[src/hdl/isometric_edge_line_rasterizer_unit_macros.svh]
// Assertion macros of the rasterizer RTL.
`ifndef ISOMETRIC_EDGE_LINE_RASTERIZER_UNIT_MACROS_SVH
`define ISOMETRIC_EDGE_LINE_RASTERIZER_UNIT_MACROS_SVH

// Same-cycle implication, checked on every rising edge outside reset.
`define IELR_ASSERT_NOW(lbl, ante, cons, msg) \
    lbl: assert property (@(posedge clk) disable iff (!rst_n) (ante) |-> (cons)) \
        else $error(msg);

// Next-cycle implication, checked on every rising edge outside reset.
`define IELR_ASSERT_NEXT(lbl, ante, cons, msg) \
    lbl: assert property (@(posedge clk) disable iff (!rst_n) (ante) |=> (cons)) \
        else $error(msg);

`endif

[src/hdl/ielr_pkg.sv]
// ----------------------------------------------------------------------------
// ielr_pkg
// Widths, constants and helper functions of the isometric edge rasterizer.
// ----------------------------------------------------------------------------
package ielr_pkg;

    localparam int FRAC_BITS  = 16;
    localparam int COORD_BITS = 16;

    // Positions and deltas need FRAC_BITS + 23 bits; one spare bit is kept.
    localparam int POS_W  = FRAC_BITS + 24;
    localparam int STEP_W = FRAC_BITS + 4;
    localparam int SPAN_W = 24;
    localparam int CNT_W  = $clog2(POS_W + 1);

    // Shared multiplier operands and product.
    localparam int MA_W   = 21;
    localparam int MB_W   = 17;
    localparam int PROD_W = MA_W + MB_W;
    localparam int EXT_W  = (PROD_W > POS_W) ? PROD_W : POS_W;

    localparam int Q_UP_SH = (FRAC_BITS >= 14) ? FRAC_BITS - 14 : 0;
    localparam int Q_DN_SH = (FRAC_BITS < 14) ? 14 - FRAC_BITS : 0;
    localparam logic signed [EXT_W-1:0] Q_DN_DIV = EXT_W'(1) <<< Q_DN_SH;

    localparam int XS_W = 18;   // scaled grid coordinate, unsigned
    localparam int ZS_W = 19;   // scaled height, signed

    localparam logic [23:0] COLOR_HEIGHT = 24'h42f5a1;
    localparam logic [23:0] COLOR_FLAT   = 24'hffffff;

    localparam int CFG_IDX_W = 3;
    localparam logic [CFG_IDX_W-1:0] REG_UNIT_SIZE    = 3'd0;
    localparam logic [CFG_IDX_W-1:0] REG_HEIGHT_SCALE = 3'd1;
    localparam logic [CFG_IDX_W-1:0] REG_COS_ANGLE    = 3'd2;
    localparam logic [CFG_IDX_W-1:0] REG_SIN_ANGLE    = 3'd3;
    localparam logic [CFG_IDX_W-1:0] REG_SHIFT_X      = 3'd4;
    localparam logic [CFG_IDX_W-1:0] REG_SHIFT_Y      = 3'd5;

    localparam logic signed [POS_W-1:0] COORD_HI = POS_W'((64'sd1 <<< (COORD_BITS - 1)) - 1);
    localparam logic signed [POS_W-1:0] COORD_LO = POS_W'(-(64'sd1 <<< (COORD_BITS - 1)));

    // Converts a Q23.14 product to FRAC_BITS fraction bits, truncating toward zero.
    function automatic logic signed [POS_W-1:0] from_q14(input logic signed [PROD_W-1:0] v);
        logic signed [EXT_W-1:0] w;
        w = EXT_W'(v);
        if (FRAC_BITS >= 14)
            w = w <<< Q_UP_SH;
        else
            w = w / Q_DN_DIV;
        return w[POS_W-1:0];
    endfunction

    // Integer part truncated toward zero, then saturated to COORD_BITS.
    function automatic logic [COORD_BITS-1:0] pixel_coord(input logic signed [POS_W-1:0] pos);
        logic signed [POS_W-1:0] q;
        q = pos >>> FRAC_BITS;
        if (pos[POS_W-1] && (pos[FRAC_BITS-1:0] != '0))
            q = q + POS_W'(1);
        if (q > COORD_HI)
            q = COORD_HI;
        else if (q < COORD_LO)
            q = COORD_LO;
        return q[COORD_BITS-1:0];
    endfunction

endpackage

[src/hdl/isometric_edge_line_rasterizer_unit.sv]
// Edge load: ten multiplies on one shared multiplier, then the add, difference and
//   span steps and two bit-serial divisions; a zero span skips the divisions.
// Tick: one per cycle while no edge load is in progress and the output register
//   is free or being drained; the pixel appears the cycle after the tick beat.
// Reset: asynchronous, active low; all but the datapath registers get reset values.
// ----------------------------------------------------------------------------
// isometric_edge_line_rasterizer_unit
// Projects a grid edge isometrically and walks it with a fixed-point DDA.
// ----------------------------------------------------------------------------
`include "isometric_edge_line_rasterizer_unit_macros.svh"

module isometric_edge_line_rasterizer_unit
    import ielr_pkg::*;
(
    input  logic                         clk,
    input  logic                         rst_n,
    input  logic                         in_valid,
    output logic                         in_ready,
    input  logic                         cmd,
    input  logic [9:0]                   col_start,
    input  logic [9:0]                   row_start,
    input  logic [9:0]                   col_end,
    input  logic [9:0]                   row_end,
    input  logic signed [11:0]           height_start,
    input  logic signed [11:0]           height_end,
    output logic                         out_valid,
    input  logic                         out_ready,
    output logic signed [COORD_BITS-1:0] pixel_x,
    output logic signed [COORD_BITS-1:0] pixel_y,
    output logic [23:0]                  color,
    output logic                         last,
    input  logic                         cfg_valid,
    output logic                         cfg_ready,
    input  logic [CFG_IDX_W-1:0]         cfg_index,
    input  logic [15:0]                  cfg_data
);

    typedef enum logic [2:0] {
        ST_IDLE, ST_MUL, ST_ADD, ST_DIFF, ST_SPAN, ST_DIVX, ST_DIVY
    } state_t;

    typedef enum logic [3:0] {
        M_X0, M_Y0, M_X1, M_Y1, M_Z0, M_Z1, M_PX0, M_PY0, M_PX1, M_PY1
    } mstep_t;

    state_t state_reg;
    mstep_t mstep_reg;
    logic   div_started_reg;

    // Configuration
    logic [7:0]         unit_size_reg;
    logic signed [7:0]  height_scale_reg;
    logic signed [15:0] cos_angle_reg;
    logic signed [15:0] sin_angle_reg;
    logic signed [12:0] shift_x_reg;
    logic signed [12:0] shift_y_reg;

    // Captured edge and setup intermediates
    logic [9:0]                col0_reg, row0_reg, col1_reg, row1_reg;
    logic signed [11:0]        h0_reg, h1_reg;
    logic [XS_W-1:0]           x0_reg, y0_reg, x1_reg, y1_reg;
    logic signed [ZS_W-1:0]    z0_reg, z1_reg;
    logic signed [PROD_W-1:0]  ppx0_reg, ppy0_reg, ppx1_reg, ppy1_reg;
    logic signed [POS_W-1:0]   end_x_reg, end_y_reg;
    logic signed [POS_W-1:0]   dx_reg, dy_reg;
    logic [SPAN_W-1:0]         span_reg;

    // Walk state
    logic signed [POS_W-1:0]   pos_x_reg, pos_y_reg;
    logic signed [STEP_W-1:0]  step_x_reg, step_y_reg;
    logic [SPAN_W-1:0]         left_reg;
    logic [23:0]               edge_color_reg;

    // Output register
    logic                      out_valid_reg;
    logic [COORD_BITS-1:0]     pixel_x_reg, pixel_y_reg;
    logic [23:0]               color_reg;
    logic                      last_reg;

    logic signed [MA_W-1:0]    mul_a;
    logic signed [MB_W-1:0]    mul_b;
    logic signed [PROD_W-1:0]  prod;

    logic                      in_beat;
    logic                      emit;
    logic [POS_W-1:0]          mag_x, mag_y, mag_m;
    logic                      div_start;
    logic                      div_busy;
    logic                      div_done;
    logic [POS_W-1:0]          div_dividend;
    logic [POS_W-1:0]          div_quo;
    logic [STEP_W-1:0]         quo_trunc;
    logic signed [STEP_W-1:0]  step_new;
    logic signed [POS_W-1:0]   shift_xf, shift_yf;

    assign cfg_ready = 1'b1;
    assign in_ready  = (state_reg == ST_IDLE) && (!out_valid_reg || out_ready);
    assign in_beat   = in_valid && in_ready;
    assign emit      = in_beat && cmd && (left_reg != '0);

    // Shared multiplier operand selection
    always_comb
    begin
        unique case (mstep_reg)
            M_X0:
            begin
                mul_a = MA_W'(signed'({1'b0, col0_reg}));
                mul_b = MB_W'(signed'({1'b0, unit_size_reg}));
            end
            M_Y0:
            begin
                mul_a = MA_W'(signed'({1'b0, row0_reg}));
                mul_b = MB_W'(signed'({1'b0, unit_size_reg}));
            end
            M_X1:
            begin
                mul_a = MA_W'(signed'({1'b0, col1_reg}));
                mul_b = MB_W'(signed'({1'b0, unit_size_reg}));
            end
            M_Y1:
            begin
                mul_a = MA_W'(signed'({1'b0, row1_reg}));
                mul_b = MB_W'(signed'({1'b0, unit_size_reg}));
            end
            M_Z0:
            begin
                mul_a = MA_W'(h0_reg);
                mul_b = MB_W'(height_scale_reg);
            end
            M_Z1:
            begin
                mul_a = MA_W'(h1_reg);
                mul_b = MB_W'(height_scale_reg);
            end
            M_PX0:
            begin
                mul_a = MA_W'(signed'({1'b0, x0_reg})) - MA_W'(signed'({1'b0, y0_reg}));
                mul_b = MB_W'(cos_angle_reg);
            end
            M_PY0:
            begin
                mul_a = MA_W'(signed'({1'b0, x0_reg})) + MA_W'(signed'({1'b0, y0_reg}));
                mul_b = MB_W'(sin_angle_reg);
            end
            M_PX1:
            begin
                mul_a = MA_W'(signed'({1'b0, x1_reg})) - MA_W'(signed'({1'b0, y1_reg}));
                mul_b = MB_W'(cos_angle_reg);
            end
            M_PY1:
            begin
                mul_a = MA_W'(signed'({1'b0, x1_reg})) + MA_W'(signed'({1'b0, y1_reg}));
                mul_b = MB_W'(sin_angle_reg);
            end
            default:
            begin
                mul_a = '0;
                mul_b = '0;
            end
        endcase
    end

    assign prod = PROD_W'(mul_a) * PROD_W'(mul_b);

    always_comb
    begin
        mag_x = dx_reg[POS_W-1] ? POS_W'(-dx_reg) : POS_W'(dx_reg);
        mag_y = dy_reg[POS_W-1] ? POS_W'(-dy_reg) : POS_W'(dy_reg);
        mag_m = (mag_y > mag_x) ? mag_y : mag_x;
    end

    assign shift_xf = POS_W'(shift_x_reg) <<< FRAC_BITS;
    assign shift_yf = POS_W'(shift_y_reg) <<< FRAC_BITS;

    assign div_start    = ((state_reg == ST_DIVX) || (state_reg == ST_DIVY)) && !div_started_reg;
    assign div_dividend = (state_reg == ST_DIVX) ? mag_x : mag_y;
    assign quo_trunc    = div_quo[STEP_W-1:0];

    always_comb
    begin
        if (((state_reg == ST_DIVX) && dx_reg[POS_W-1])
            || ((state_reg == ST_DIVY) && dy_reg[POS_W-1]))
            step_new = -signed'(quo_trunc);
        else
            step_new = signed'(quo_trunc);
    end

    ielr_div u_div
    (
        .clk      (clk),
        .rst_n    (rst_n),
        .start    (div_start),
        .dividend (div_dividend),
        .divisor  (span_reg),
        .busy     (div_busy),
        .done     (div_done),
        .quotient (div_quo)
    );

    // Configuration registers
    always_ff @(posedge clk or negedge rst_n)
    begin
        if (!rst_n)
        begin
            unit_size_reg    <= 8'd20;
            height_scale_reg <= 8'sd1;
            cos_angle_reg    <= 16'sd11415;
            sin_angle_reg    <= 16'sd11754;
            shift_x_reg      <= '0;
            shift_y_reg      <= '0;
        end
        else if (cfg_valid && cfg_ready)
        begin
            unique case (cfg_index)
                REG_UNIT_SIZE:    unit_size_reg    <= cfg_data[7:0];
                REG_HEIGHT_SCALE: height_scale_reg <= signed'(cfg_data[7:0]);
                REG_COS_ANGLE:    cos_angle_reg    <= signed'(cfg_data);
                REG_SIN_ANGLE:    sin_angle_reg    <= signed'(cfg_data);
                REG_SHIFT_X:      shift_x_reg      <= signed'(cfg_data[12:0]);
                REG_SHIFT_Y:      shift_y_reg      <= signed'(cfg_data[12:0]);
                default:          ;
            endcase
        end
    end

    // Sequencer, walk state and output register
    always_ff @(posedge clk or negedge rst_n)
    begin
        if (!rst_n)
        begin
            state_reg       <= ST_IDLE;
            mstep_reg       <= M_X0;
            div_started_reg <= 1'b0;
            pos_x_reg       <= '0;
            pos_y_reg       <= '0;
            step_x_reg      <= '0;
            step_y_reg      <= '0;
            left_reg        <= '0;
            edge_color_reg  <= COLOR_FLAT;
            out_valid_reg   <= 1'b0;
        end
        else
        begin
            if (out_valid_reg && out_ready && !emit)
                out_valid_reg <= 1'b0;

            unique case (state_reg)
                ST_IDLE:
                begin
                    if (in_beat && !cmd)
                    begin
                        mstep_reg <= M_X0;
                        state_reg <= ST_MUL;
                    end
                    else if (emit)
                    begin
                        out_valid_reg <= 1'b1;
                        pos_x_reg     <= pos_x_reg + POS_W'(step_x_reg);
                        pos_y_reg     <= pos_y_reg + POS_W'(step_y_reg);
                        left_reg      <= left_reg - SPAN_W'(1);
                    end
                end
                ST_MUL:
                begin
                    if (mstep_reg == M_PY1)
                        state_reg <= ST_ADD;
                    else
                        mstep_reg <= mstep_t'(mstep_reg + 4'd1);
                end
                ST_ADD:
                begin
                    pos_x_reg <= from_q14(ppx0_reg) + shift_xf;
                    pos_y_reg <= from_q14(ppy0_reg) - (POS_W'(z0_reg) <<< FRAC_BITS) + shift_yf;
                    edge_color_reg <= ((z0_reg != '0) || (z1_reg != '0)) ? COLOR_HEIGHT
                                                                           : COLOR_FLAT;
                    state_reg <= ST_DIFF;
                end
                ST_DIFF:
                begin
                    state_reg <= ST_SPAN;
                end
                ST_SPAN:
                begin
                    // The span stays well below 2^22, so no clamp is needed.
                    if ((mag_m >> FRAC_BITS) == '0)
                    begin
                        step_x_reg <= '0;
                        step_y_reg <= '0;
                        left_reg   <= '0;
                        state_reg  <= ST_IDLE;
                    end
                    else
                    begin
                        div_started_reg <= 1'b0;
                        state_reg       <= ST_DIVX;
                    end
                end
                ST_DIVX:
                begin
                    if (div_done)
                    begin
                        step_x_reg      <= step_new;
                        div_started_reg <= 1'b0;
                        state_reg       <= ST_DIVY;
                    end
                    else
                        div_started_reg <= 1'b1;
                end
                ST_DIVY:
                begin
                    div_started_reg <= 1'b1;
                    if (div_done)
                    begin
                        step_y_reg <= step_new;
                        left_reg   <= span_reg;
                        state_reg  <= ST_IDLE;
                    end
                end
                default:
                begin
                    state_reg <= ST_IDLE;
                end
            endcase
        end
    end

    // Datapath registers without reset
    always_ff @(posedge clk)
    begin
        if (in_beat && !cmd)
        begin
            col0_reg <= col_start;
            row0_reg <= row_start;
            col1_reg <= col_end;
            row1_reg <= row_end;
            h0_reg   <= height_start;
            h1_reg   <= height_end;
        end

        if (state_reg == ST_MUL)
        begin
            unique case (mstep_reg)
                M_X0:    x0_reg   <= prod[XS_W-1:0];
                M_Y0:    y0_reg   <= prod[XS_W-1:0];
                M_X1:    x1_reg   <= prod[XS_W-1:0];
                M_Y1:    y1_reg   <= prod[XS_W-1:0];
                M_Z0:    z0_reg   <= prod[ZS_W-1:0];
                M_Z1:    z1_reg   <= prod[ZS_W-1:0];
                M_PX0:   ppx0_reg <= prod;
                M_PY0:   ppy0_reg <= prod;
                M_PX1:   ppx1_reg <= prod;
                M_PY1:   ppy1_reg <= prod;
                default: ;
            endcase
        end

        if (state_reg == ST_ADD)
        begin
            end_x_reg <= from_q14(ppx1_reg) + shift_xf;
            end_y_reg <= from_q14(ppy1_reg) - (POS_W'(z1_reg) <<< FRAC_BITS) + shift_yf;
        end

        if (state_reg == ST_DIFF)
        begin
            dx_reg <= end_x_reg - pos_x_reg;
            dy_reg <= end_y_reg - pos_y_reg;
        end

        if (state_reg == ST_SPAN)
            span_reg <= SPAN_W'(mag_m >> FRAC_BITS);

        if (emit)
        begin
            pixel_x_reg <= pixel_coord(pos_x_reg);
            pixel_y_reg <= pixel_coord(pos_y_reg);
            color_reg   <= edge_color_reg;
            last_reg    <= (left_reg == SPAN_W'(1));
        end
    end

    assign out_valid = out_valid_reg;
    assign pixel_x   = signed'(pixel_x_reg);
    assign pixel_y   = signed'(pixel_y_reg);
    assign color     = color_reg;
    assign last      = last_reg;

    `IELR_ASSERT_NOW(a_div_hidden, div_busy, !in_ready, "divider busy while input is ready")
    `IELR_ASSERT_NEXT(a_load_blocks, in_valid && in_ready && !cmd, !in_ready,
                      "input ready straight after an edge load")
    `IELR_ASSERT_NOW(a_pixel_from_tick, $rose(out_valid),
                     $past(in_valid && in_ready && cmd), "pixel without a tick beat")

endmodule

[src/hdl/ielr_div.sv]
// ----------------------------------------------------------------------------
// ielr_div
// Restoring divider, one quotient bit per cycle, unsigned operands.
// ----------------------------------------------------------------------------
module ielr_div
    import ielr_pkg::*;
(
    input  logic              clk,
    input  logic              rst_n,
    input  logic              start,
    input  logic [POS_W-1:0]  dividend,
    input  logic [SPAN_W-1:0] divisor,
    output logic              busy,
    output logic              done,
    output logic [POS_W-1:0]  quotient
);

    logic [SPAN_W:0]   rem_reg;
    logic [POS_W-1:0]  quo_reg;
    logic [SPAN_W-1:0] div_reg;
    logic [CNT_W-1:0]  cnt_reg;
    logic              busy_reg;
    logic              done_reg;

    logic [SPAN_W:0]   rem_sh;
    logic              fits;
    logic [SPAN_W:0]   rem_next;
    logic [POS_W-1:0]  quo_next;

    // The remainder stays below the divisor, so its top bit is always clear.
    always_comb
    begin
        rem_sh   = {rem_reg[SPAN_W-1:0], quo_reg[POS_W-1]};
        fits     = rem_sh >= {1'b0, div_reg};
        rem_next = fits ? rem_sh - {1'b0, div_reg} : rem_sh;
        quo_next = {quo_reg[POS_W-2:0], fits};
    end

    always_ff @(posedge clk or negedge rst_n)
    begin
        if (!rst_n)
        begin
            busy_reg <= 1'b0;
            done_reg <= 1'b0;
            cnt_reg  <= '0;
        end
        else
        begin
            done_reg <= 1'b0;
            if (start)
            begin
                busy_reg <= 1'b1;
                cnt_reg  <= CNT_W'(POS_W);
            end
            else if (busy_reg)
            begin
                cnt_reg <= cnt_reg - CNT_W'(1);
                if (cnt_reg == CNT_W'(1))
                begin
                    busy_reg <= 1'b0;
                    done_reg <= 1'b1;
                end
            end
        end
    end

    always_ff @(posedge clk)
    begin
        if (start)
        begin
            rem_reg <= '0;
            quo_reg <= dividend;
            div_reg <= divisor;
        end
        else if (busy_reg)
        begin
            rem_reg <= rem_next;
            quo_reg <= quo_next;
        end
    end

    assign busy     = busy_reg;
    assign done     = done_reg;
    assign quotient = quo_reg;

endmodule

[config.mk]
export PLATFORM = sky130hd
export DESIGN_NAME = isometric_edge_line_rasterizer_unit
export DESIGN_NICKNAME = d
export VERILOG_FILES = /design/src/hdl/ielr_pkg.sv /design/src/hdl/isometric_edge_line_rasterizer_unit.sv /design/src/hdl/ielr_div.sv
export VERILOG_INCLUDE_DIRS = /design/src /design/src/hdl
export SDC_FILE = /design/constraint.sdc
export NUM_CORES = 2
export LEC_CHECK = 0
export BUFFER_PORTS_ARGS = -buffer_cell sky130_fd_sc_hd__clkbuf_2
export CORE_MARGIN = 2
export CORE_UTILIZATION = 55
export DETAILED_ROUTE_END_ITERATION = 8
export PLACE_DENSITY = 0.72
export SYNTH_ARGS = -nofsm -noshare
export SYNTH_HDL_FRONTEND = slang
export SYNTH_HIERARCHICAL = 1
export SYNTH_SLANG_ARGS = --single-unit
export TNS_END_PERCENT = 5
[constraint.sdc]
create_clock -name clk -period 28.4 [get_ports clk]
set_input_delay 1.42 -clock clk [delete_from_list [all_inputs] [get_ports clk]]
set_output_delay 1.42 -clock clk [all_outputs]
set_load 0.005 [all_outputs]
==> results.sh <==
export IMPL_post_drt_wl_per_cell_um=22.8
export IMPL_crit_path_max_incr_delay_ps=700
export IMPL_worst_setup_path_type="flop to flop"
export IMPL_slew_limit_headroom_pct=12.4
export IMPL_first_global_vias=52100
export IMPL_synth_area_per_cell_sq_um=9.96
export IMPL_most_used_routing_layer_in_global_routing="met2"
export IMPL_final_hold_worst_slack_ps=407
export IMPL_fin_crit_ps=10740
export IMPL_timing_hold_violations_final=0
export IMPL_yosysSeqAreaShare_pct=35.9
export IMPL_setup_crit_end_kind="flop"
export IMPL_min_delay_start="ppx1_reg[13]"
export IMPL_fmax_mhz=93.1
export IMPL_netlist_instances=6860
export IMPL_clkLatencyLatePin_ps=710
export IMPL_syn_cell_area_sq_um=68300
export IMPL_dp_worst_setup_slack_ps=17880
export IMPL_final_max_slew_violation_count=0
export IMPL_drive_gt1_share_pct=9.18
export IMPL_worstReg2RegStart="x0_reg[0]"
export IMPL_post_cts_resize_count=0
export IMPL_finalWorstSetupSlack_ps=17660
export IMPL_place_hpwl_mm=154
export IMPL_tritoncts="yes"
export IMPL_crit_required_ps=28880
export IMPL_core_util_final_pct=60.3
export IMPL_minimum_setup_slack_among_reg_to_reg_paths_ps=17660
export IMPL_design_die_area_sq_um=127000
export IMPL_cts_hold_buffers_added=0
export IMPL_synthFlopType="edfxtp_1"
export IMPL_groute_layer_met2_usage_pct=51.1
export IMPL_holdCritPathClass="flop to flop"
export IMPL_cts_sink_count=864
export IMPL_crit_path_start_kind="flop"
export IMPL_yosys_warnings=6
export IMPL_synth_edf_count=604
export IMPL_nets=7974
export IMPL_grt_start_max_net_pins=109
export IMPL_setup_tns_ps=0
export IMPL_floorplan_initialDensity_pct=55.3
export IMPL_grt_met1_usage_pct=39.9
export IMPL_synth_cell_types=113
export IMPL_critical_path_slowest_cell="o41ai_1"
export IMPL_boundaryPins=149
export IMPL_first_pass_iters=6
export IMPL_timing_worst_slew_pin_value_ps=1300
export IMPL_worstPathArrival_ps=11220
export IMPL_total_number_of_vias=53000
export IMPL_fp_dieH_um=356
export IMPL_cts_buffers_inserted=97
export IMPL_clock_tree_htree_level_count=3
export IMPL_clock_pin_slew_reported_for_the_worst_setup_and_hold_paths_after_clock_tree_synthesis_ps=60
export IMPL_routed_via_density=6.10
export IMPL_port_buffer_count=136
export IMPL_synth_seq_cells=864
export IMPL_ant_nets=0
export IMPL_grt_first_pass_wirelength_mm=303
export IMPL_rows=129
export IMPL_initial_antenna_violation_count=11
export IMPL_period_share_pct=37.8
export IMPL_hold_end="end_x_reg[15]"
export IMPL_clock_skew_after_layout_ps=28.1
export IMPL_worstReg2RegEnd="ppy0_reg[37]"
export IMPL_post_cts_setup_buffers=0
export IMPL_final_routed_wirelength_mm=198
export IMPL_drv_cap=0
export IMPL_use_met3_pct=4.66
export IMPL_drt_drc_violations_left=0
export IMPL_async_set_or_reset_flop_fraction_in_the_synthesized_netlist_pct=27.3
export IMPL_grt_setup_unrepaired="no"
export IMPL_timing_critical_path_fanout_max=16
export IMPL_drtIter0Drc=5095
export IMPL_final_setup_viol_count=0
export IMPL_die_width_um=356
export IMPL_place_congestion=0.996
export IMPL_cts_root_to_sink_buffers=3
export IMPL_hold_path_depth=0
export IMPL_worst_r2r_path_depth=37
export IMPL_status="finished clean"
export IMPL_overflow=0
export IMPL_grt_total_usage_pct=31.0
export IMPL_cts_root_buf="clkbuf_16"
export IMPL_core_outline_area_sq_um=123000
export IMPL_synthToLayoutAreaGrowth_pct=9.02
==> worst max path at each step <==
stage | start | endpoint | slack (ps) | cells past startpoint
2_1_floorplan | x1_reg[0] | ppx0_reg[37] | 19180 | 34
3_3_place_gp | x0_reg[0] | ppx0_reg[37] | 18020 | 37
3_5_place_dp | x0_reg[0] | ppx0_reg[37] | 17880 | 37
4_1_cts | x0_reg[0] | ppy0_reg[37] | 17810 | 37
5_1_grt | x0_reg[0] | ppy0_reg[37] | 17080 | 37
6_report | x0_reg[0] | ppy0_reg[37] | 17660 | 37
==> final cells by class <==
type | count | area [sq um]
fill | 10200 | 49000
multi-input combinational | 4925 | 39900
sequential | 864 | 24500
inverter | 863 | 3240
clock buffer | 111 | 2560
tap | 1637 | 2050
timing repair buffer | 216 | 1290
clock inverter | 70 | 948
antenna | 2 | 5.00
==> metal layers <==
metal  wire (um)  up-vias
met5          25        -
met4       11600        4
met3       13800      503
met2       92400     2140
met1       80300    25900
li1            -    24400
==> worst max-delay path: cells and delay by family (launching register included) <==
| kind | cells | cell delay, ps |
|---|---|---|
| AO/OA/AOI/OAI | 15 | 4410 |
| adder cells (fa/ha/maj) | 9 | 4070 |
| buffers and inverters | 8 | 660 |
| AND/OR/NAND/NOR | 4 | 660 |
| flip-flops | 1 | 390 |
| XOR/XNOR | 1 | 300 |
==> per-stage QoR <==
step	std cells	cell area (sq um)
2_1_floorplan	6871	68400
3_3_place_gp	8505	71000
3_5_place_dp	8505	71000
4_1_cts	8686	74500
5_1_grt	8686	74500
6_report	8688	74500
==> synth_stat cells (16+ instances only) <==
master       n  area, sq um
o21ai_0    319         1600
or3_1       40          250
a211oi_1    81          608
a22oi_1     51          383
nor2b_1     72          450
mux2i_1     54          541
nor4_1      43          269
nand2b_1    82          513
a221oi_1    38          333
nor3_1     124          621
o31ai_1     44          330
buf_1       18         67.6
xnor2_1    275         2410
nor2_1     565         2120
dfrtp_1    215         5380
o211ai_1    52          390
nand4_1     51          319
and2_1      37          231
nand3_1    106          531
o221ai_1    18          158
a31oi_1     62          388
o22ai_1     19          119
clkbuf_1   168          631
buf_4       24          180
xor2_1     139         1220
o21bai_1    46          345
a21oi_1    408         2040
a221o_1     25          250
o41ai_1     23          201
a21o_1     170         1280
mux2_2     118         1330
fa_1       402         8050
dfxtp_1     24          480
nand2_1    441         1660
o21a_1      52          390
or4_1       23          173
dfstp_2     21          552
or2_2       37          231
and3_1      61          382
edfxtp_1   604        18100
inv_1      860         3230
a311oi_1    16          140
o2bb2ai_1   39          342
ha_1       516         6460
==> layout by cell type, fill, tap and decap left out, drive strengths merged, types with 25 or more instances in the layout <==
cell,n
and2,38
o21bai,47
nor2,567
or4,25
nand2,442
o31ai,44
a31oi,63
o2bb2ai,40
ha,516
buf,81
a21o,170
a311oi,27
clkinv,36
o21ai,322
nand3,106
o211ai,52
a221o,25
and3,61
or2,38
fa,402
nor2b,72
xor2,139
nor4,49
a21oi,409
or3,41
a221oi,38
nand2b,82
clkbuf,246
nand4,52
o21a,53
inv,867
nor3,125
dfrtp,215
a22oi,51
mux2,118
a211oi,81
xnor2,277
edfxtp,604
mux2i,54
==> kinds of logic after synthesis <==
kind of cell | share of synthesized area [%]
xor+xnor | 5.35
buf+inv | 6.12
mux | 2.74
simple gates | 12.3
other cells | 0.00549
fa+ha+maj | 21.2
flops | 35.9
compound gates | 16.4
Power is not shown: default switching activity piles up to over one toggle a cycle in this logic, so the estimate is an artifact.
